## src/rtl/core/huffman_code_bit_packer_defines.svh

```systemverilog
// ---------------------------------------------------------------------------
// Prefix-code bit packer: assertion macros
// Shared concurrent assertion forms, clocked on clk and held off in reset.
// ---------------------------------------------------------------------------
`ifndef HUFFMAN_CODE_BIT_PACKER_DEFINES_SVH
`define HUFFMAN_CODE_BIT_PACKER_DEFINES_SVH

// The consequent must hold in the same cycle as the antecedent.
`define HCBP_ASSERT_SAME(label, ante, cons) \
  label: assert property (@(posedge clk) disable iff (!rst_n) (ante) |-> (cons)) \
    else $error("hcbp assertion failed");

// The consequent must hold in the cycle after the antecedent.
`define HCBP_ASSERT_NEXT(label, ante, cons) \
  label: assert property (@(posedge clk) disable iff (!rst_n) (ante) |=> (cons)) \
    else $error("hcbp assertion failed");

`endif

```

## src/rtl/core/hcbp_pkg.sv

```systemverilog
// ---------------------------------------------------------------------------
// Prefix-code bit packer package
// Beat formats, action codes and fixed widths shared by the packer modules.
// ---------------------------------------------------------------------------
`timescale 1ns / 1ps
`default_nettype none

package hcbp_pkg;

  // Fixed field widths.
  localparam int BYTE_BITS  = 8;
  localparam int SYM_BITS   = 8;
  localparam int LEN_BITS   = 6;
  localparam int VALUE_BITS = 32;

  // Action codes of an input beat.
  localparam logic [1:0] ACT_LOAD   = 2'd0;
  localparam logic [1:0] ACT_ENCODE = 2'd1;
  localparam logic [1:0] ACT_FLUSH  = 2'd2;

  // Command queue depth between front and back (power of two).
  localparam int Q_DEPTH = 4;
  localparam int Q_AW    = 2;

  // Kind of a queued command.
  typedef enum logic {
    CMD_ENCODE = 1'b0,
    CMD_FLUSH  = 1'b1
  } cmd_kind_t;

  typedef struct packed {
    logic [1:0]            action;
    logic [SYM_BITS-1:0]   symbol;
    logic [LEN_BITS-1:0]   code_length;
    logic [VALUE_BITS-1:0] code_value;
  } in_item_t;

  typedef struct packed {
    logic [BYTE_BITS-1:0] out_byte;
    logic                 last;
  } out_item_t;

endpackage

`default_nettype wire

```

## src/rtl/core/hcbp_queue.sv

```systemverilog
// ---------------------------------------------------------------------------
// Prefix-code bit packer: command queue
// Small first-in first-out buffer that decouples front end and back end.
// ---------------------------------------------------------------------------
`timescale 1ns / 1ps
`default_nettype none

`include "huffman_code_bit_packer_defines.svh"

module hcbp_queue import hcbp_pkg::*; #(
  parameter int DATA_W = 39
) (
  input  wire logic              clk,
  input  wire logic              rst_n,
  input  wire logic              push_valid,
  output logic                   push_ready,
  input  wire logic [DATA_W-1:0] push_data,
  output logic                   pop_valid,
  input  wire logic              pop_ready,
  output logic [DATA_W-1:0]      pop_data
);

  localparam logic [Q_AW:0] FULL = (Q_AW + 1)'(Q_DEPTH);

  logic [DATA_W-1:0] slots_r [Q_DEPTH];
  logic [Q_AW-1:0]   wr_ptr_r, rd_ptr_r;
  logic [Q_AW:0]     count_r;
  logic              push, pop;

  assign push_ready = count_r != FULL;
  assign pop_valid  = count_r != '0;
  assign push       = push_valid && push_ready;
  assign pop        = pop_valid && pop_ready;
  assign pop_data   = slots_r[rd_ptr_r];

  // Storage.
  always_ff @(posedge clk) begin
    if (push) begin
      slots_r[wr_ptr_r] <= push_data;
    end
  end

  // Pointers and fill count.
  always_ff @(posedge clk) begin
    if (!rst_n) begin
      wr_ptr_r <= '0;
      rd_ptr_r <= '0;
      count_r  <= '0;
    end else begin
      if (push) begin
        wr_ptr_r <= wr_ptr_r + Q_AW'(1);
      end
      if (pop) begin
        rd_ptr_r <= rd_ptr_r + Q_AW'(1);
      end
      count_r <= count_r + (Q_AW + 1)'(push) - (Q_AW + 1)'(pop);
    end
  end

  // While the queue is not full, the fill count matches the pointer distance.
  `HCBP_ASSERT_SAME(a_count_ptrs, count_r != FULL, Q_AW'(wr_ptr_r - rd_ptr_r) == count_r[Q_AW-1:0])

endmodule

`default_nettype wire

```

## config.mk

```make
export PLATFORM = sky130hd
export DESIGN_NAME = hcbp_queue
export DESIGN_NICKNAME = d
export VERILOG_FILES = /design/src/rtl/core/hcbp_pkg.sv /design/src/rtl/core/hcbp_queue.sv
export VERILOG_INCLUDE_DIRS = /design/src /design/src/rtl/core
export SDC_FILE = /design/constraint.sdc
export NUM_CORES = 1
export LEC_CHECK = 0
export ABC_AREA = 0
export BUFFER_PORTS_ARGS = -buffer_cell sky130_fd_sc_hd__buf_2
export CAP_MARGIN = 20
export CORE_MARGIN = 5
export CORE_UTILIZATION = 51
export DETAILED_ROUTE_END_ITERATION = 8
export PLACE_DENSITY = 0.71
export SLEW_MARGIN = 20
export SYNTH_ARGS = -nofsm -noshare
export SYNTH_HDL_FRONTEND = slang
export SYNTH_SLANG_ARGS = --single-unit
```

## constraint.sdc

```tcl
create_clock -name clk -period 2.2 [get_ports clk]
set_input_delay 0.11 -clock clk [delete_from_list [all_inputs] [get_ports clk]]
set_output_delay 0.11 -clock clk [all_outputs]
set_load 0.01 [all_outputs]
```

Word level (Yosys, flattened, before mapping)
Memories as Yosys holds them, arrays and structs flattened. A register that Yosys moved wholly into a read port is not among the register bits. Index checks and enable logic that the tools add are counted.

Equality and inequality tests: 1. Muxes and demuxes: 4. Reductions and logical operators: 3. Add/subtract/negate cells: 4.

Operators with widths (count): adder 2 x 1 -> 2 bit (second input constant) (2); two-way mux 2 bit (2); adder 3 x 1 -> 3 bit (1); != test 3 bit (second input constant) (1); nonzero test 3 bit (1); subtractor 3 x 1 -> 3 bit (1); logical AND 1 bit (2); two-way mux 1 bit (2).

Register bits: 7. Input port bits: 43. Memory bits (writable): 156. Logic and storage cells: 16. Memories: 1. Output and inout port bits: 41.

Memory list: slots_r (depth 4, width 39, read ports 1, clocked after memory_dff 1, wr ports 1, RTL line hcbp_queue.sv:25) `logic [DATA_W-1:0] slots_r [Q_DEPTH];`.

Longest topological paths before layout
Gate-level depths: netlist of the first run.

Depth in word-level cells: 4. Depth in mapped cells: 11. Mapped depth without buffers: 11.

Worst setup path before layout of the first run
No wires, ideal clock.

Kind: flip-flop to flip-flop. Start: register count_r[1]. End: register count_r[2]. Arrival time: 2189 ps. Clock period less this slack: 2304 ps. Setup slack: -104 ps. Library setup time: 115 ps. Required time: 2085 ps. Buffers on the path: 0. Stages on the path, launching flop included: 12. Cells stage by stage: dfxtp_1 -> nor2_1 -> a21boi_1 -> inv_1 -> ha_1 -> inv_1 -> ha_1 -> inv_1 -> fa_1 -> xnor2_1 -> xnor2_1 -> and2_1.

Cells in the longest elaborated chain, start to end: 4. Elaborated cells between the ends (all ways): 6. Those cells by class: add/sub (2); eq/ne (1); reduce/logical (3).

RTL lines: start, declared (RTL line hcbp_queue.sv:27) `logic [Q_AW:0] count_r;`; start signal, assigned (RTL line hcbp_queue.sv:56) `count_r <= count_r + (Q_AW + 1)'(push) - (Q_AW + 1)'(pop);`; != test 3 bit (RTL line hcbp_queue.sv:30) `assign push_ready = count_r != FULL;`; logical AND 1 bit (RTL line hcbp_queue.sv:32) `assign push = push_valid && push_ready;`; adder 3 x 1 -> 3 bit (RTL line hcbp_queue.sv:56); subtractor 3 x 1 -> 3 bit * (RTL line hcbp_queue.sv:56).

Every way passes the cells marked *; elsewhere a longest branch is shown, timed or not. A chain may end at the register's enable or synchronous reset.

Final worst setup path of the first run
Start: register count_r[0]. End: register count_r[2].

Elaborated cells between the ends (all ways): 6. Those cells by class: add/sub (2); eq/ne (1); reduce/logical (3).

RTL lines: nonzero test 3 bit (RTL line hcbp_queue.sv:31) `assign pop_valid = count_r != '0;`; logical AND 1 bit (RTL line hcbp_queue.sv:33) `assign pop = pop_valid && pop_ready;`; named net pop (RTL line hcbp_queue.sv:28) `logic push, pop;`; subtractor 3 x 1 -> 3 bit (RTL line hcbp_queue.sv:56).

The timed path passes the listed nets, and every way through them passes these cells.

==> results of run 1 <==
[registers in the layout (all words and copies together), names as in the netlist, named ones only]
register  flops
count_r       3
rd_ptr_r      2
slots_r     156
wr_ptr_r      2
[worst max-delay path, cell delays in order, from the launching register on]
cell	delay, ps
dfxtp_4	360
o31a_1	320
ha_1	290
inv_1	60
ha_1	130
inv_1	50
fa_2	340
xnor2_2	150
xnor2_1	120
and2_1	140
[per-stage QoR]
stage / power (W) / util / instances / instance area [sq um] / setup slack (ps)
6_report: 0.00890 / 0.662 / 556 / 7850 / 151
5_1_grt: 0.00931 / 0.662 / 556 / 7850 / 37.3
4_1_cts: 0.00899 / 0.661 / 556 / 7840 / 49.9
3_5_place_dp: 0.00597 / 0.577 / 485 / 6840 / 64.4
3_3_place_gp: 0.00592 / 0.577 / 485 / 6840 / 150
2_1_floorplan: 0.00523 / - / 251 / 6090 / 3.26
[how the worst max path moves through the flow]
| stage | from | to | slack, ps | cells after the start |
|---|---|---|---|---|
| 6_report | count_r[0] | count_r[2] | 150 | 9 |
| 5_1_grt | count_r[0] | count_r[2] | 40 | 11 |
| 4_1_cts | count_r[0] | count_r[2] | 50 | 11 |
| 3_5_place_dp | count_r[0] | count_r[2] | 60 | 11 |
| 3_3_place_gp | count_r[0] | count_r[2] | 150 | 11 |
| 2_1_floorplan | count_r[1] | count_r[2] | 3 | 11 |
[where the power goes]
group,switching [W],internal (W),total (W)
logic,0.000969,0.00102,0.00199
registers,0.000126,0.00382,0.00395
clock network,0.00117,0.00179,0.00296
total,0.00227,0.00663,0.00890
[metal layers]
| layer | track usage | vias to the layer above | wire length [um] |
|---|---|---|---|
| met3 | 0.0442 | 15 | 487 |
| met2 | 0.263 | 81 | 5510 |
| met4 | 0.0565 | 0 | 159 |
| met5 | 0 | - | 0 |
| li1 | - | 1339 | - |
| met1 | 0.211 | 1480 | 4650 |
[synth_stat cells (all sizes together)]
master  number  share of area
a21boi       1         0.0012
and2         7         0.0072
buf          6         0.0078
clkbuf       3         0.0018
dfxtp        9          0.030
edfxtp     156           0.77
fa           1         0.0033
ha           6          0.012
inv          5         0.0031
mux2i        2         0.0033
mux4        39           0.14
nand2        5         0.0031
nor2         1        0.00062
nor2b        3         0.0031
o311ai       1         0.0014
o31a         1         0.0014
or3          1         0.0010
xnor2        4         0.0058
[repair_timing]
item / in CTS / in global routing
resized for setup: 0 / 6
buffers inserted: 0 / 0
setup endpoints to repair: 0 / 1
endpoints found under the hold margin: 156 / 0
hold buffers: 39 / 0
[cell families (layout without fill, tap and decap cells)]
kind of cell | Yosys count | in the layout
mux | 41 | 41
fa+ha+maj | 7 | 7
simple gates | 17 | 17
xor+xnor | 4 | 4
compound gates | 3 | 3
flops | 165 | 165
buf+inv | 14 | 172
[layout make-up]
cell class / count / area, sq um
clock buffers: 17 / 425
fillers: 786 / 4010
multi-input cells: 72 / 1160
inverters: 5 / 18.8
well taps: 147 / 184
clock inverters: 15 / 180
flip-flops and latches: 165 / 4880
repair buffers: 135 / 1000
[cell usage in the layout (no fill, tap or decap), types with 2 or more instances in the layout]
cell           count
edfxtp_1         156
buf_2             83
mux4_2            39
dlygate4sd3_1     39
clkbuf_16         17
buf_12             8
ha_1               6
inv_1              5
nand2_1            5
clkinvlp_4         5
buf_4              5
and2_2             4
dfxtp_1            4
and2_1             3
xnor2_1            3
nor2b_1            3
dfxtp_2            3
bufinv_16          3
inv_6              3
mux2i_1            2
dfxtp_4            2
clkinv_4           2
==> results.yml, run 1 <==
run_status:
  outcome: "finished clean"
yosys:
  ys_seq_area_frac: 0.799
  synthMuxAreaShare: 0.148
  avgSynthCellArea_sq_um: 24.3
  synth_compound_area_frac: 0.00411
  synth.net_count: 301
  synth-adder-area-share: 0.0156
  synthXorXnorAreaFrac: 0.00576
  synthSimpleGateAreaFrac: 0.0150
  syn-cell-area_sq_um: 6090
  ys_seq_elements: 165
  yosys.cell_types.count: 20
  syn_inst: 251
  synth_top_family_by_area: "multiplexers"
  ys_warn_count: 0
setup_path:
  r2r_slack_ps: 150
  timing.rr.end: "count_r[2]"
  r2r-start: "count_r[0]"
  endpoint_kind: "flop"
  required_ps: 2510
  critPathArrivalTime_ps: 2360
  reg2reg_depth: 9
  crit_path_start_kind: "flop"
  critPathKind: "flop to flop"
  cp_max_fo: 5
floorplan:
  rows: 40
  core_sq_um: 11900
  die_h_um: 119
  initial_core_util: 0.513
  io_pins: 84
  die_area_sq_um: 14200
  die_w_um: 119
cells_and_area:
  num-nets-final: 446
  n_antenna_cell: 0
  syn2layout_area_growth_pct: 29.0
  drive_gt1_frac: 0.435
global_route:
  grtUsageTotal: 0.161
  grt_max_degree: 40
  grt.overflow.total: 0
  antenna_found_initial: 0
  grt_pass1_vias: 3206
  grt_first_pass_wirelength_um: 17200
sta:
  finClkSkew_ps: 5.11
  rsz0062_at_grt: "no"
  finalSetupViolations: 0
  finalHoldViolations: 0
  fin_crit_sh: 0.931
  max_freq_ghz: 0.488
  maxSlewHeadroom: 0.735
  finalMaxSlewViolations: 0
  hold_ws_ps: 20.4
  period_needed_ps: 2050
  fin_setup_tns_ps: 0
  worstMarginPinSlew_ps: 398
drt:
  viasPerCell: 5.24
  wl_per_cell_um: 19.4
  route.detailed.drc: 0
  wirelength_um: 10800
  initialDrtViolationCount: 206
  ant_nets: 0
  first_pass_iters: 4
  dr_total_vias: 2915
clock_tree:
  clk_latency_ps: 410
  cts.clk_slew.worst_paths_ps: 60
  cts-root-buf: "clkbuf_16"
  clkSinkCount: 165
  cts_buffers: 17
  clockBufferDepth: 2
  cts_tree: "built"
  h-tree-depth: 4
min_path:
  hold_depth: 2
  worstHoldStart: "rst_n"
  min_to: "count_r[1]"
  hold_class: "input port to flop"
placed_design:
  gp_congestion: 0.699
  dp_hpwl_um: 6640
  port_buffers: 83
power:
  power.density_nw_per_um2: 1130
  vdd_drop_max_mv: 0.771
  leakage_nw: 2.71
run:
  maxCapViolCount: 0
(Power assumes the default switching activity.)
==> inputs of run 2 (changes only) <==
Settings changed: PLACE_DENSITY 0.71 to not set, PLACE_DENSITY_LB_ADDON set to 0.12, RECOVER_POWER set to 25.
==> results.yml, run 2 (synthesized netlist as in run 1, its figures left out) <==
power:
  pwr-share-seq: 0.450
  power.density_nw_per_um2: 1130
  vdd_drop_max_mv: 0.869
  intPower_w: 0.00655
  leakage_nw: 2.63
  switching_share: 0.248
  pwr-share-clk: 0.328
  p_comb_frac: 0.222
  switchingPower_w: 0.00216
sta:
  worstMarginPinSlew_ps: 408
  period_needed_ps: 2060
  maxSlewHeadroom: 0.728
  fin_crit_sh: 0.938
  max_freq_ghz: 0.485
  rsz0062_at_grt: "no"
  finalHoldViolations: 0
  fin_setup_tns_ps: 0
  finClkSkew_ps: 5.66
  finalSetupViolations: 0
  finalMaxSlewViolations: 0
global_route:
  grt_pass1_vias: 3183
  grt_first_pass_wirelength_um: 17100
  antenna_found_initial: 0
  grtUsageTotal: 0.162
  grt.overflow.total: 0
  grt_max_degree: 27
drt:
  ant_nets: 0
  first_pass_iters: 4
  initialDrtViolationCount: 238
  wl_per_cell_um: 18.9
  wirelength_um: 10500
  route.detailed.drc: 0
  dr_total_vias: 2900
  viasPerCell: 5.21
setup_path:
  critPathArrivalTime_ps: 2380
  crit_top_cell: "inv_1"
  critPathMaxStageDelay_ps: 370
  endpoint_kind: "flop"
  cp_max_fo: 3
  cp-startpoint: "count_r[1]"
  cp_cell_sequence: "nor2_1 -> a21boi_2 -> inv_1 -> ha_1 -> inv_1 -> ha_1 -> inv_1 -> fa_1 -> xnor2_1 -> xnor2_1 -> and2_1"
  r2r_slack_ps: 140
  critPathKind: "flop to flop"
  r2r-start: "count_r[1]"
  crit_slowest_cell: "fa_1"
  crit_path_start_kind: "flop"
  required_ps: 2510
placed_design:
  dp_cells: 486
  dp_hpwl_um: 6300
  place_area_sq_um: 6760
  port_buffers: 83
  gp_congestion: 0.747
cells_and_area:
  syn2layout_area_growth_pct: 26.4
  mostFrequentLayoutCells: "edfxtp_1, buf_2, mux4_2, dlygate4sd3_1, clkbuf_1"
  stdcell_area_sq_um: 7690
  finalNonFillerCells: 557
  top_register: "slots_r"
  num-nets-final: 447
  n_antenna_cell: 0
  top_regs: "slots_r: 156 flops, count_r: 3 flops"
  drive_gt1_frac: 0.359
  final_util: 0.649
  final_common_cell: "edfxtp_1"
  largest_reg_flops: 156
floorplan:
  rows: 40
  core_sq_um: 11900
  io_pins: 84
  initial_core_util: 0.513
  die_area_sq_um: 14200
  die_w_um: 119
  die_h_um: 119
run_status:
  outcome: "finished clean"
clock_tree:
  cts.clk_slew.worst_paths_ps: 60
  cts-root-buf: "clkbuf_16"
  cts_buffers: 17
  h-tree-depth: 4
  clk_latency_ps: 420
  cts_tree: "built"
  cts_setup_buffers: 0
  clockBufferDepth: 2
  clkSinkCount: 165
run:
  maxCapViolCount: 0
min_path:
  worstHoldStart: "rst_n"
  hold_class: "input port to flop"
## run 2: cell types whose count changed in the layout (fill, tap and decap cells not counted), sizes merged
cell,delta
inv,-3
clkinvlp,-3
clkbuf,+26
clkinv,+3
buf,-22
## run 2: per-layer routing
layer  part of all wire  global-route usage  routed length [um]  up-vias
met4              0.019              0.0673                 197        0
met5                  0                   0                   0        -
met1               0.42               0.207                4410     1484
met2               0.52               0.261                5460       58
li1                   -                   -                   -     1342
met3              0.042              0.0475                 439       16
## run 2: power by group through the flow
stage	sequential, W	combinational [W]	clock [W]
2_1_floorplan	0.00397	0.00126	0
3_3_place_gp	0.00397	0.00192	0
3_5_place_dp	0.00399	0.00194	0
4_1_cts	0.00393	0.00200	0.00291
5_1_grt	0.00395	0.00213	0.00305
6_report	0.00392	0.00193	0.00286
## run 2: worst paths after layout
check                                   end  cells after the start
worst max register to register   count_r[2]                     11
worst max-delay path             count_r[2]                     11
worst min register to register  wr_ptr_r[1]                      2
worst min-delay path                   flop                      2
## run 2: layout make-up
type                    instances  area (sq um)
clock buffers                  20           437
clock inverters                12           136
fillers                       848          4170
inverters                       5          18.8
multi-input cells              72          1150
flip-flops and latches        165          4870
well taps                     147           184
repair buffers                136           895
## run 2: worst max-delay path, delay by kind of cell, from the launching register on
family	cells	cell delay, ps
xor+xnor	2	270
fa+ha+maj	3	780
buf+inv	3	150
compound gates	1	160
simple gates	2	240
flops	1	360
## run 2: repair_timing
| item | 4_1_cts | 5_1_grt |
|---|---|---|
| hold endpoints to repair | 156 | 0 |
| setup endpoints to repair | 0 | 1 |
| hold buffers | 39 | 0 |
| resized for setup | 0 | 1 |
## run 2: per-stage QoR
stage	setup WS [ps]	total power, W	hold WS, ps
5_1_grt	8.79	0.00913	18.0
6_report	136	0.00871	20.8
3_5_place_dp	119	0.00593	327
3_3_place_gp	155	0.00589	322
2_1_floorplan	3.26	0.00523	209
4_1_cts	107	0.00884	3.20
