`config.mk`:
```
export PLATFORM = sky130hd
export DESIGN_NAME = hcbp_back
export DESIGN_NICKNAME = d
export VERILOG_FILES = /design/src/rtl/core/hcbp_pkg.sv /design/src/rtl/core/hcbp_back.sv
export VERILOG_INCLUDE_DIRS = /design/src /design/src/rtl/core
export SDC_FILE = /design/constraint.sdc
export NUM_CORES = 1
export LEC_CHECK = 0
export BUFFER_PORTS_ARGS = -buffer_cell sky130_fd_sc_hd__buf_2
export CORE_ASPECT_RATIO = 0.5
export CORE_MARGIN = 2
export CORE_UTILIZATION = 52
export DETAILED_ROUTE_END_ITERATION = 8
export HOLD_SLACK_MARGIN = 0.1
export PLACE_DENSITY = 0.77
export SYNTH_ARGS = -nofsm -noshare
export SYNTH_HDL_FRONTEND = slang
export SYNTH_SLANG_ARGS = --single-unit
```
`constraint.sdc`:
```
create_clock -name clk -period 2.2 [get_ports clk]
set_input_delay 0 -clock clk [delete_from_list [all_inputs] [get_ports clk]]
set_output_delay 0 -clock clk [all_outputs]
set_load 0.005 [all_outputs]
```
`src/rtl/core/huffman_code_bit_packer_defines.svh`:
```
// ---------------------------------------------------------------------------
// Prefix-code bit packer: assertion macros
// Shared concurrent assertion forms, clocked on clk and held off in reset.
// ---------------------------------------------------------------------------
`ifndef HUFFMAN_CODE_BIT_PACKER_DEFINES_SVH
`define HUFFMAN_CODE_BIT_PACKER_DEFINES_SVH

// The consequent must hold in the same cycle as the antecedent.
`define HCBP_ASSERT_SAME(label, ante, cons) \
  label: assert property (@(posedge clk) disable iff (!rst_n) (ante) |-> (cons)) \
    else $error("hcbp assertion failed");

// The consequent must hold in the cycle after the antecedent.
`define HCBP_ASSERT_NEXT(label, ante, cons) \
  label: assert property (@(posedge clk) disable iff (!rst_n) (ante) |=> (cons)) \
    else $error("hcbp assertion failed");

`endif

```
`src/rtl/core/hcbp_pkg.sv`:
```
// ---------------------------------------------------------------------------
// Prefix-code bit packer package
// Beat formats, action codes and fixed widths shared by the packer modules.
// ---------------------------------------------------------------------------
`timescale 1ns / 1ps
`default_nettype none

package hcbp_pkg;

  // Fixed field widths.
  localparam int BYTE_BITS  = 8;
  localparam int SYM_BITS   = 8;
  localparam int LEN_BITS   = 6;
  localparam int VALUE_BITS = 32;

  // Action codes of an input beat.
  localparam logic [1:0] ACT_LOAD   = 2'd0;
  localparam logic [1:0] ACT_ENCODE = 2'd1;
  localparam logic [1:0] ACT_FLUSH  = 2'd2;

  // Command queue depth between front and back (power of two).
  localparam int Q_DEPTH = 4;
  localparam int Q_AW    = 2;

  // Kind of a queued command.
  typedef enum logic {
    CMD_ENCODE = 1'b0,
    CMD_FLUSH  = 1'b1
  } cmd_kind_t;

  typedef struct packed {
    logic [1:0]            action;
    logic [SYM_BITS-1:0]   symbol;
    logic [LEN_BITS-1:0]   code_length;
    logic [VALUE_BITS-1:0] code_value;
  } in_item_t;

  typedef struct packed {
    logic [BYTE_BITS-1:0] out_byte;
    logic                 last;
  } out_item_t;

endpackage

`default_nettype wire

```
`src/rtl/core/hcbp_back.sv`:
```
// ---------------------------------------------------------------------------
// Prefix-code bit packer: back end
// Merges queued codes into the pending bits and sends out one full byte per
// cycle, unless the output stalls, through a registered output.
// ---------------------------------------------------------------------------
`timescale 1ns / 1ps
`default_nettype none

`include "huffman_code_bit_packer_defines.svh"

module hcbp_back import hcbp_pkg::*; #(
  parameter int LEN_LIMIT = 32,
  parameter int LEN_W     = 6,
  parameter int ENT_W     = 39
) (
  input  wire logic             clk,
  input  wire logic             rst_n,
  input  wire logic             cmd_valid,
  output logic                  cmd_ready,
  input  wire logic [ENT_W-1:0] cmd_data,
  output logic                  out_valid,
  input  wire logic             out_ready,
  output out_item_t             out_data
);

  localparam int ACC_W = LEN_LIMIT + BYTE_BITS;
  localparam int CW    = $clog2(LEN_LIMIT + BYTE_BITS);
  localparam logic [CW-1:0] BYTE_CW = CW'(BYTE_BITS);
  localparam logic [CW-1:0] MAX_CNT = CW'(LEN_LIMIT + BYTE_BITS - 1);

  typedef struct packed {
    cmd_kind_t               kind;
    logic [LEN_W-1:0]        len;
    logic [LEN_LIMIT-1:0]    code;
  } qent_t;

  // Pending bits sit at the top of the accumulator; all bits below are zero.
  logic [ACC_W-1:0] acc_r, acc_nxt;
  logic [CW-1:0]    cnt_r, cnt_nxt;
  logic             out_valid_r, out_valid_nxt;
  out_item_t        out_data_r, out_data_nxt;

  qent_t            ent;
  logic             have_byte, slot_free;
  logic [CW-1:0]    rest;

  assign ent       = cmd_data;
  assign have_byte = cnt_r >= BYTE_CW;
  assign slot_free = !out_valid_r || out_ready;
  assign rest      = cnt_r - BYTE_CW;

  // Emit a full byte first; otherwise take the next command.
  always_comb begin
    acc_nxt       = acc_r;
    cnt_nxt       = cnt_r;
    out_valid_nxt = out_valid_r && !out_ready;
    out_data_nxt  = out_data_r;
    cmd_ready     = 1'b0;
    priority if (have_byte) begin
      if (slot_free) begin
        out_valid_nxt         = 1'b1;
        out_data_nxt.out_byte = acc_r[ACC_W-1 -: BYTE_BITS];
        out_data_nxt.last     = rest < BYTE_CW;
        acc_nxt               = acc_r << BYTE_BITS;
        cnt_nxt               = rest;
      end
    end else if (cmd_valid) begin
      unique case (ent.kind)
        CMD_FLUSH: begin
          if (slot_free) begin
            cmd_ready             = 1'b1;
            out_valid_nxt         = 1'b1;
            out_data_nxt.out_byte = acc_r[ACC_W-1 -: BYTE_BITS];
            out_data_nxt.last     = 1'b1;
            acc_nxt               = '0;
            cnt_nxt               = '0;
          end
        end
        CMD_ENCODE: begin
          cmd_ready = 1'b1;
          acc_nxt   = acc_r | ({ent.code, {BYTE_BITS{1'b0}}} >> cnt_r[2:0]);
          cnt_nxt   = cnt_r + CW'(ent.len);
        end
        default: begin
          cmd_ready = 1'b0;
        end
      endcase
    end else begin
      // No whole byte and no queued command: hold everything.
      cmd_ready = 1'b0;
    end
  end

  always_ff @(posedge clk) begin
    if (!rst_n) begin
      acc_r       <= '0;
      cnt_r       <= '0;
      out_valid_r <= 1'b0;
    end else begin
      acc_r       <= acc_nxt;
      cnt_r       <= cnt_nxt;
      out_valid_r <= out_valid_nxt;
    end
  end

  always_ff @(posedge clk) begin
    out_data_r <= out_data_nxt;
  end

  assign out_valid = out_valid_r;
  assign out_data  = out_data_r;

  // The bit count never grows past one code plus seven pending bits.
  `HCBP_ASSERT_SAME(a_cnt_bound, 1'b1, cnt_r <= MAX_CNT)
  // No command is taken while a whole byte still waits.
  `HCBP_ASSERT_SAME(a_no_pop_full, have_byte, !cmd_ready)
  // A byte ready with a free slot shows up on the output next cycle.
  `HCBP_ASSERT_NEXT(a_emit_byte, have_byte && slot_free, out_valid_r)

endmodule

`default_nettype wire

```
# Word-level counts from Yosys, hierarchy flattened
# Cells that the tools add are included.
[word_totals] ff_bits=56 word_cells=45
[classes] addsub=2 magnitude_cmp=2 eq_ne=2 n_shift=1 mux=23 bitwise_logic=2 reduce_logical=8
[op_table] cell="$mux 40" count=4
[op_table] cell="$pmux 40 s2" count=1
[op_table] cell="$mux 9" count=5
[op_table] cell="$or 40x40->40" count=1
[op_table] cell="$shr 40x3->40" count=1
[op_table] cell="$mux 6" count=4
[op_table] cell="$pmux 6 s2" count=1
[op_table] cell="$mux 1" count=7
[op_table] cell="$add 6x6->6" count=1
[op_table] cell="$ge 6x4->1 const B" count=1
[op_table] cell="$lt 6x4->1 const B" count=1
[op_table] cell="$reduce_and 3->1" count=2
[op_table] cell="$sub 6x4->6 const B" count=1
[op_table] cell="$ne 2x1->1 const B" count=2
[op_table] cell="$reduce_bool 2->1" count=2
[op_table] cell="$logic_not 1->1" count=2
[op_table] cell="$pmux 1 s2" count=1
[op_table] cell="$logic_and 1x1->1" count=1
[op_table] cell="$logic_or 1x1->1" count=1
[op_table] cell="$not 1->1" count=1

# Logic depth before layout (Yosys ltp)
# Gate-level depths: netlist of the first run.
[logic_depth] depth_word=6 mapped_depth=9 ltp_nobuf=7

# Worst setup path after synthesis of the first run
# No wires, ideal clock.
[synth_path] path_type="flip-flop to flip-flop" from="register cnt_r[3]" to="register acc_r[15]" setup_ns=0.130 arrival_ns=1.987 setup_slack_ns=0.083 stages_incl_launch_ff=9 period_less_slack_ns=2.117 cell_sequence="dfxtp_1 ha_1 or4b_4 a31oi_2 nor2b_1 buf_6 buf_6 a22oi_1 o21ai_0"
[synth_via] elab_chain_cells=3
[synth_rtl] item="start: declaration" line_no="hcbp_back.sv:39" source="logic [CW-1:0] cnt_r, cnt_nxt;"
[synth_rtl] item="start signal: assignment" line_no="hcbp_back.sv:101" source="cnt_r <= cnt_nxt;"
[synth_rtl] item="$ge 6x4->1 (*)" line_no="hcbp_back.sv:48" source="assign have_byte = cnt_r >= BYTE_CW;"
[synth_rtl] item="$ne 2x1->1 (no line) or $reduce_bool 2->1 (tied branches)"
[synth_rtl] item="$reduce_and 3->1 (no line)"
[synth_rtl] item="end signal: assignment" line_no="hcbp_back.sv:100" source="acc_r <= acc_nxt;"
[synth_rtl] item="end: declaration" line_no="hcbp_back.sv:38" source="logic [ACC_W-1:0] acc_r, acc_nxt;"
# Every way passes the cells marked *; elsewhere a longest branch is shown, timed or not.
# A chain may end at the register's enable or synchronous reset.

# Worst setup path in the final report of the first run
[layout_path] from="register cnt_r[4]" to="register acc_r[2]"
# Same word-level chain as after synthesis.

==> key figures, run 1 <==
STA
  – Tmin final: 2080 ps
  – Unrepaired setup endpoints after global routing: false
  – Period utilisation layout: 0.9453
  – Fin Clk Skew: 9.556 ps
  – Endpoints failing setup: 0
  – Actual slew at the worst max-slew pin: 653.2 ps
  – Final hold vios: 0
  – Slew Limit Fails: 0
  – Setup TNS Final: 0 ps
  – Slew Limit Headroom: 0.5641
  – F_max: 0.4808 GHz
  – Worst setup margin: 120.2 ps

Critical path
  – CP startpoint kind: register
  – Worst endpoint data arrival time: 2240 ps
  – Crit Path Category: reg2reg
  – CP max FO: 6
  – Setup crit end kind: register
  – CP max-delay cell: or4b_4
  – CP Cell Sequence: inv_1 > ha_1 > or4b_4 > and3_4 > o22a_2 > buf_4 > a41oi_2 > nor2_1
  – Worst EP required: 2360 ps
  – Slowest stage delay, CP: 480 ps

Power and ir drop
  – Pwr Density: 988.1 nW/um^2
  – Leakage power: 1.588 nW
  – Peak supply drop: 0.0006482 V
  – Total power draw: 3.923 mW
  – Logic pwr share: 0.442
  – Net Sw Frac: 0.3759
  – Switching power: 1.474 mW
  – Internal power: 2.448 mW
  – Clock share of power: 0.201
  – Seq pwr share: 0.357

Routing
  – Drt first pass iters: 5
  – Met1 Wirelength: 3681 um
  – Vias: 2952
  – Detailed router's first-iteration violation count: 273
  – DR WL met3: 554 um
  – Met2 Wirelength: 3919 um
  – Via density: 6.241
  – Final WL: 8390 um
  – Top sig layer: met4
  – Antenna-violating nets left: 0
  – Residual DRC count: 0
  – Drt wl/cell: 17.74 um

Floorplan
  – Die area: 7348 sq um
  – Starting Density: 0.5542
  – Die width: 119.2 um
  – Row cnt: 20
  – Io pins: 54
  – Core area: 6231 sq um
  – Die Height: 61.63 um

Run
  – Max-capacitance violation count: 0

Logic synthesis
  – Post-synth EDFFs: 9
  – Ys flop type: dfxtp_1
  – Post-Synthesis Cells: 335
  – Seq/Total Area, Yosys: 0.3449
  – Yosys reg bits: 55
  – Synthesized area per cell: 10.31 sq um
  – YS warnings: 0
  – Syn_nets: 386
  – Synth cell types: 55
  – Asr flop ratio synth: 0
  – Mapped Area: 3453 sq um

Status
  – Status: completed

Final layout
  – Ratio of cells with drive above 1 in the final layout: 0.2987
  – Fin nets: 435
  – Number of diodes: 0
  – Area growth syn-to-layout: 14.96%

CTS
  – CTS buffer count: 5
  – CTS tree: built
  – Post-CTS setup buffers: 0
  – CTS HTree Levels: 2
  – Clock-pin slew of the registers on the worst-case setup and hold paths: 70 ps
  – Clock Root Buffer: clkbuf_16
  – Clock sink total: 55
  – Max Root-Sink Buffers: 2
  – Clk_lat worst skew: 300 ps

Placement
  – Dpl ws: 136.0 ps
  – Port Buffers: 53
  – Post-DP HPWL: 6290 um
  – Gpl congestion: 0.8721

Global routing
  – Total global routing overflow: 0
  – Largest net degree at the start of global routing: 42
  – Initial antenna violation count: 0
  – All-Layer GR Usage: 0.2347
  – First-pass GRT wire length: 13340 um
  – Vias in the first global route: 2792

Hold path
  – Worst Hold Class: in2reg
==> power by group through the flow <==
stage | logic, mW | clock network [mW] | registers [mW]
CTS | 1.72 | 0.792 | 1.40
floorplan | 1.26 | 0 | 1.41
global placement | 1.66 | 0 | 1.41
global route | 1.90 | 0.837 | 1.43
finish | 1.73 | 0.788 | 1.40
detailed placement | 1.71 | 0 | 1.42
==> layout make-up <==
cell class | count | area [sq um]
clock buffer | 6 | 128.9
multi-input combinational | 244 | 2062
sequential | 55 | 1194
timing repair buffer | 71 | 432.9
clock inverter | 2 | 16.27
tap | 88 | 110.1
fill | 496 | 2261
inverter | 7 | 26.28
==> synth_stat cells (3+ instances only) <==
cell	instances	share of area
buf_6	6	0.020
buf_2	7	0.010
o21ai_1	8	0.012
buf_4	4	0.0087
nand3_1	3	0.0043
mux2_2	5	0.016
o21a_1	3	0.0065
nor2b_1	7	0.013
nor3_1	4	0.0058
mux2i_1	27	0.078
clkbuf_1	10	0.011
a21oi_1	20	0.029
nor2_1	13	0.014
inv_1	6	0.0065
nand2_1	19	0.021
edfxtp_1	9	0.078
a31oi_1	3	0.0054
xor2_1	4	0.010
mux4_2	22	0.14
dfxtp_1	46	0.27
o21ai_0	28	0.041
ha_1	7	0.025
and3_1	4	0.0072
a211oi_1	3	0.0065
a22oi_1	26	0.057
nand4_1	3	0.0054
==> cells by family (layout without fill, tap and decap cells) <==
kind of cell,Yosys count,after routing,share of synthesized area
multiplexers,54,54,0.2380
XOR/XNOR,6,6,0.01522
flip-flops,55,55,0.3449
AND/OR/NAND/NOR,61,61,0.09130
AO/OA/AOI/OAI,115,115,0.2203
buffers and inverters,36,86,0.05906
adder cells (fa/ha/maj),8,8,0.03116
==> worst max-delay path, delay by kind of cell, from the launching register on <==
family	cells	cell delay (ps)
compound gates	2	440
fa+ha+maj	1	140
flops	1	340
simple gates	3	770
buf+inv	2	260
==> path summary, 6_finish.rpt <==
path / slack (ps) / cells past startpoint / start / to
max: 120 / 8 / cnt_r[4]$_SDFFE_PN0P_ / acc_r[2]$_SDFFE_PN0P_
max reg2reg: 120 / 8 / cnt_r[4]$_SDFFE_PN0P_ / acc_r[2]$_SDFFE_PN0P_
min: 130 / 3 / cmd_data[1] / acc_r[3]$_SDFFE_PN0P_
min reg2reg: 440 / 0 / acc_r[36]$_SDFFE_PN0P_ / out_data[5]$_DFFE_PP_
==> metal layers <==
| metal | vias up | global-route usage |
|---|---|---|
| li1 | 1394 | - |
| met1 | 1409 | 0.3023 |
| met2 | 127 | 0.4007 |
| met3 | 22 | 0.04444 |
| met4 | 0 | 0.1054 |
| met5 | - | 0 |
==> state kept, by name, indices dropped and copies added, names as in the netlist <==
| name | flops |
|---|---|
| out_valid | 1 |
| acc_r | 39 |
| out_data | 9 |
| cnt_r | 6 |
==> per-stage QoR <==
step,instance area [sq um],instances,util,hold slack [ps]
floorplan,3453,335,-,193.5
global placement,3794,462,0.6088,330.6
detailed placement,3794,462,0.6088,339.5
CTS,3969,473,0.6369,133.3
global route,3970,473,0.6371,145.6
finish,3970,473,0.6371,130.7
==> cells in the final DEF (no fill, tap or decap), types with 5 or more instances in the layout <==
master,netlist,layout
nor2_1,13,13
mux2i_1,27,27
buf_4,4,13
nand2_1,19,19
clkbuf_16,0,5
a21oi_1,20,20
mux4_2,22,22
buf_2,7,53
mux2_2,5,5
dfxtp_1,46,44
nor2b_1,7,6
o21ai_1,8,8
o21ai_0,28,28
edfxtp_1,9,9
inv_1,6,6
ha_1,7,7
a22oi_1,26,26
==> repair_timing <==
item	CTS	global route
setup endpoints to repair	0	1
hold buffers	3	0
endpoints found under the hold margin	7	0
resized for setup	0	1
Note: power is estimated with default switching activity, not from simulation.
==> run 2: changes to the inputs <==
ABC_AREA = 1   (was default)
CORE_MARGIN = 4   (was 2)
PLACE_DENSITY = 0.76   (was 0.77)
==> run 2 against run 1 <==
Against the previous run: sequential power about the same; cell count increased by 61%; worst hold slack got worse by 18 ps; setup slack improved by 180 ps; largest cell class unchanged; core utilization decreased by 2.3 points; count of clock-buffer cells in the layout decreased by 1; clock power increased by 14%; clock skew decreased by 5.5 ps; routed wire length increased by 4.6%; sequential cell count unchanged.
==> key figures, run 2 <==
Logic synthesis
  – Ys flop type: dfxtp_1
  – Mux share of post-synthesis cell area: 0 (-0.2380)
  – Synthesized area per cell: 6.014 sq um (-42%)
  – Yosys reg bits: 55 (unchanged)
  – YS warnings: 0 (unchanged)
  – Synth cell types: 28 (-49%)
  – Syn_nets: 687 (+78%)
  – Post-Synth Adder-Cell Area: 0.02813 (-0.003027)
  – Commonest cells post-synth: 305 x nand2_1, 145 x nand3_1, 46 x dfxtp_1, 25 x inv_1, 18 x nor2_1
  – Top post-synthesis cells by area: nand2_1 30%, dfxtp_1 24%, nand3_1 19%, edfxtp_1 7.1%, inv_1 2.5%
  – Synth Area in Compound Gates: 0.02650 (-0.1938)
  – XOR/XNOR Fraction of Synth Area: 0.009159 (-0.006058)
  – Post-synth EDFFs: 9 (unchanged)
  – Top cell type's share of synthesized area: 0.2993 (+0.03265)
  – Yosys top cell by area: nand2_1
  – Seq/Total Area, Yosys: 0.3114 (-0.03351)
  – Mapped Area: 3825 sq um (+11%)
  – Post-Synthesis Cells: 636 (+90%)
  – Simple-Gate Fraction of Synth Area: 0.5361 (+0.4448)
  – Asr flop ratio synth: 0 (unchanged)
  – Largest family of logic cells by synthesized area: simple AND/OR/NAND/NOR gates
  – Count leader, synth: nand2_1

Power and ir drop
  – Clock share of power: 0.217 (+0.016)
  – Seq pwr share: 0.341 (-0.016)
  – Switching power: 1.713 mW (+16%)
  – Pwr Density: 978.5 nW/um^2 (-0.97%)
  – Logic pwr share: 0.442 (about the same)
  – Peak supply drop: 0.0006020 V (-7.1%)
  – Internal power: 2.438 mW (-0.44%)
  – Leakage power: 2.206 nW (+39%)
  – Net Sw Frac: 0.4127 (+0.03683)

Routing
  – Via density: 5.070 (-19%)
  – Detailed router's first-iteration violation count: 291 (+6.6%)
  – Antenna-violating nets left: 0 (unchanged)
  – Vias: 3853 (+31%)
  – Drt wl/cell: 11.55 um (-35%)
  – Final WL: 8780 um (+4.6%)
  – Drt first pass iters: 4 (-1)
  – Residual DRC count: 0 (unchanged)

STA
  – Endpoints failing setup: 0 (unchanged)
  – Tmin final: 1898 ps (-181.3 ps)
  – Setup TNS Final: 0 ps (unchanged)
  – Period utilisation layout: 0.8630 (-0.08239)
  – Slew Limit Headroom: 0.7089 (+0.1449)
  – Final hold vios: 0 (unchanged)
  – Slew Limit Fails: 0 (unchanged)
  – Unrepaired setup endpoints after global routing: false
  – F_max: 0.5267 GHz (+9.5%)
  – Fin Clk Skew: 4.059 ps (-5.498 ps)
  – Actual slew at the worst max-slew pin: 436.2 ps (-217.1 ps)

CTS
  – CTS HTree Levels: 2 (unchanged)
  – CTS tree: built
  – Clock Root Buffer: clkbuf_16
  – Clock sink total: 55 (unchanged)
  – CTS buffer count: 5 (unchanged)
  – Clock-pin slew of the registers on the worst-case setup and hold paths: 70 ps (about the same)
  – CTS Hold Buffers Added: 1 (-2)
  – Max Root-Sink Buffers: 2 (unchanged)
  – Post-CTS Resized: 0 (unchanged)
  – Post-CTS setup buffers: 0 (unchanged)
  – Clk_lat worst skew: 290 ps (about the same)

Global routing
  – Vias in the first global route: 3577 (+28%)
  – GRT busiest layer: met2
  – GR met1 Demand/Resource: 0.2663 (-0.03599)
  – Met2 Track Usage GR: 0.3950 (-0.005683)
  – Met3 GRT Util: 0.04231 (-0.002137)
  – Initial antenna violation count: 0 (unchanged)
  – Largest net degree at the start of global routing: 40 (-4.8%)
  – First-pass GRT wire length: 15470 um (+16%)
  – All-Layer GR Usage: 0.2150 (-0.01971)
  – Total global routing overflow: 0 (unchanged)

Final layout
  – Max reg flops: 39 (unchanged)
  – Number of diodes: 0 (unchanged)
  – Ratio of cells with drive above 1 in the final layout: 0.1257 (-0.1730)
  – Final core occ: 0.6138 (-0.02335)
  – Commonest non-fill, non-tap cell in the layout: nand2_1
  – Fillers: 713 (+44%)
  – Most frequent cells in the layout: 305 x nand2_1, 145 x nand3_1, 53 x buf_2
  – Fin nets: 718 (+65%)
  – Top reg by flops: acc_r
  – Area growth syn-to-layout: 10.89%

Critical path
  – CP Cell Sequence: inv_1 > ha_1 > inv_1 > nor2_1 > nand2_1 > nand3_1 > nand2_2 > nand2_4 > nor2_8 > nand2_1 > nand2_1
  – Worst endpoint data arrival time: 2140 ps (-100 ps)
  – Setup crit end kind: register
  – CP max FO: 31 (+25)
  – Critical path buffer and inverter count: 2 (unchanged)
  – Worst EP required: 2440 ps (+80 ps)
  – CP dominant cell by count: nand2_1
  – Crit Path Category: reg2reg
  – CP max-delay cell: dfxtp_1
  – CP startpoint kind: register
  – Slowest stage delay, CP: 380 ps (-100 ps)
  – Critical path's top delay family: simple AND/OR/NAND/NOR gates

Floorplan
  – Row cnt: 21 (+5.0%)
  – Die Height: 68.65 um (+11%)
  – Io pins: 54 (unchanged)
  – Die width: 129.3 um (+8.4%)
  – Die area: 8875 sq um (+21%)
  – Starting Density: 0.5535 (-0.0007134)
  – Core area: 6910 sq um (+11%)

Placement
  – Gpl congestion: 0.8069 (-7.5%)
  – Port Buffers: 53 (unchanged)
  – Post-DP HPWL: 6431 um (+2.3%)

Status
  – Status: completed

Hold path
  – Worst Hold Class: in2reg

Run
  – Max-capacitance violation count: 0 (unchanged)
## run 2: tightest hold or removal path: cells and delay by family
kind	cells	cell delay, ps
buffers and inverters	2	230
and+or+nand+nor	1	130
## run 2: power groups by stage
stage               Sequential (mW)  Combinational [mW]  Clock (mW)
global route                   1.45                2.13       0.948
CTS                            1.42                1.84       0.924
detailed placement             1.44                1.83           0
finish                         1.42                1.83       0.899
global placement               1.42                1.82           0
floorplan                      1.42                1.46           0
## run 2: cell type report
cell class	instances	area [sq um]	share of cell area
multi-input cells	513	2295	0.5410
flip-flops and latches	55	1191	0.2808
repair buffers	65	370.4	0.08732
clock buffers	5	125.1	0.02950
well taps	92	115.1	0.02714
inverters	27	101.3	0.02389
clock inverters	3	43.79	0.01032
## run 2: metrics by stage
step                area [sq um]  hold slack (ps)  instances  setup slack, ps  total power [mW]
detailed placement          4063            357.1        751            315.6             3.273
global placement            4063            370.9        751            367.7             3.245
CTS                         4242            101.6        760            291.5             4.183
global route                4242            149.1        760            23.95             4.527
floorplan                   3825            156.4        636            507.4             2.886
finish                      4242            112.4        760            301.5             4.150
## run 2: final timing paths
path,from,end,slack (ps),depth (start not counted)
max reg2reg,cnt_r[4]$_SDFFE_PN0P_,acc_r[35]$_SDFFE_PN0P_,300,11
min reg2reg,acc_r[34]$_SDFFE_PN0P_,out_data[3]$_DFFE_PP_,430,0
min,rst_n,out_valid$_SDFF_PN0_,110,3
max,cnt_r[4]$_SDFFE_PN0P_,acc_r[35]$_SDFFE_PN0P_,300,11
## run 2: cells by family after synthesis
kind of cell,Yosys count
simple gates,482
buf+inv,68
flops,55
compound gates,19
fa+ha+maj,8
xor+xnor,4
## run 2: metal layers
metal,vias to the layer above,part of all wire
met2,88,0.45
met3,6,0.054
li1,2098,-
met4,0,0.0067
met5,-,0
met1,1661,0.49
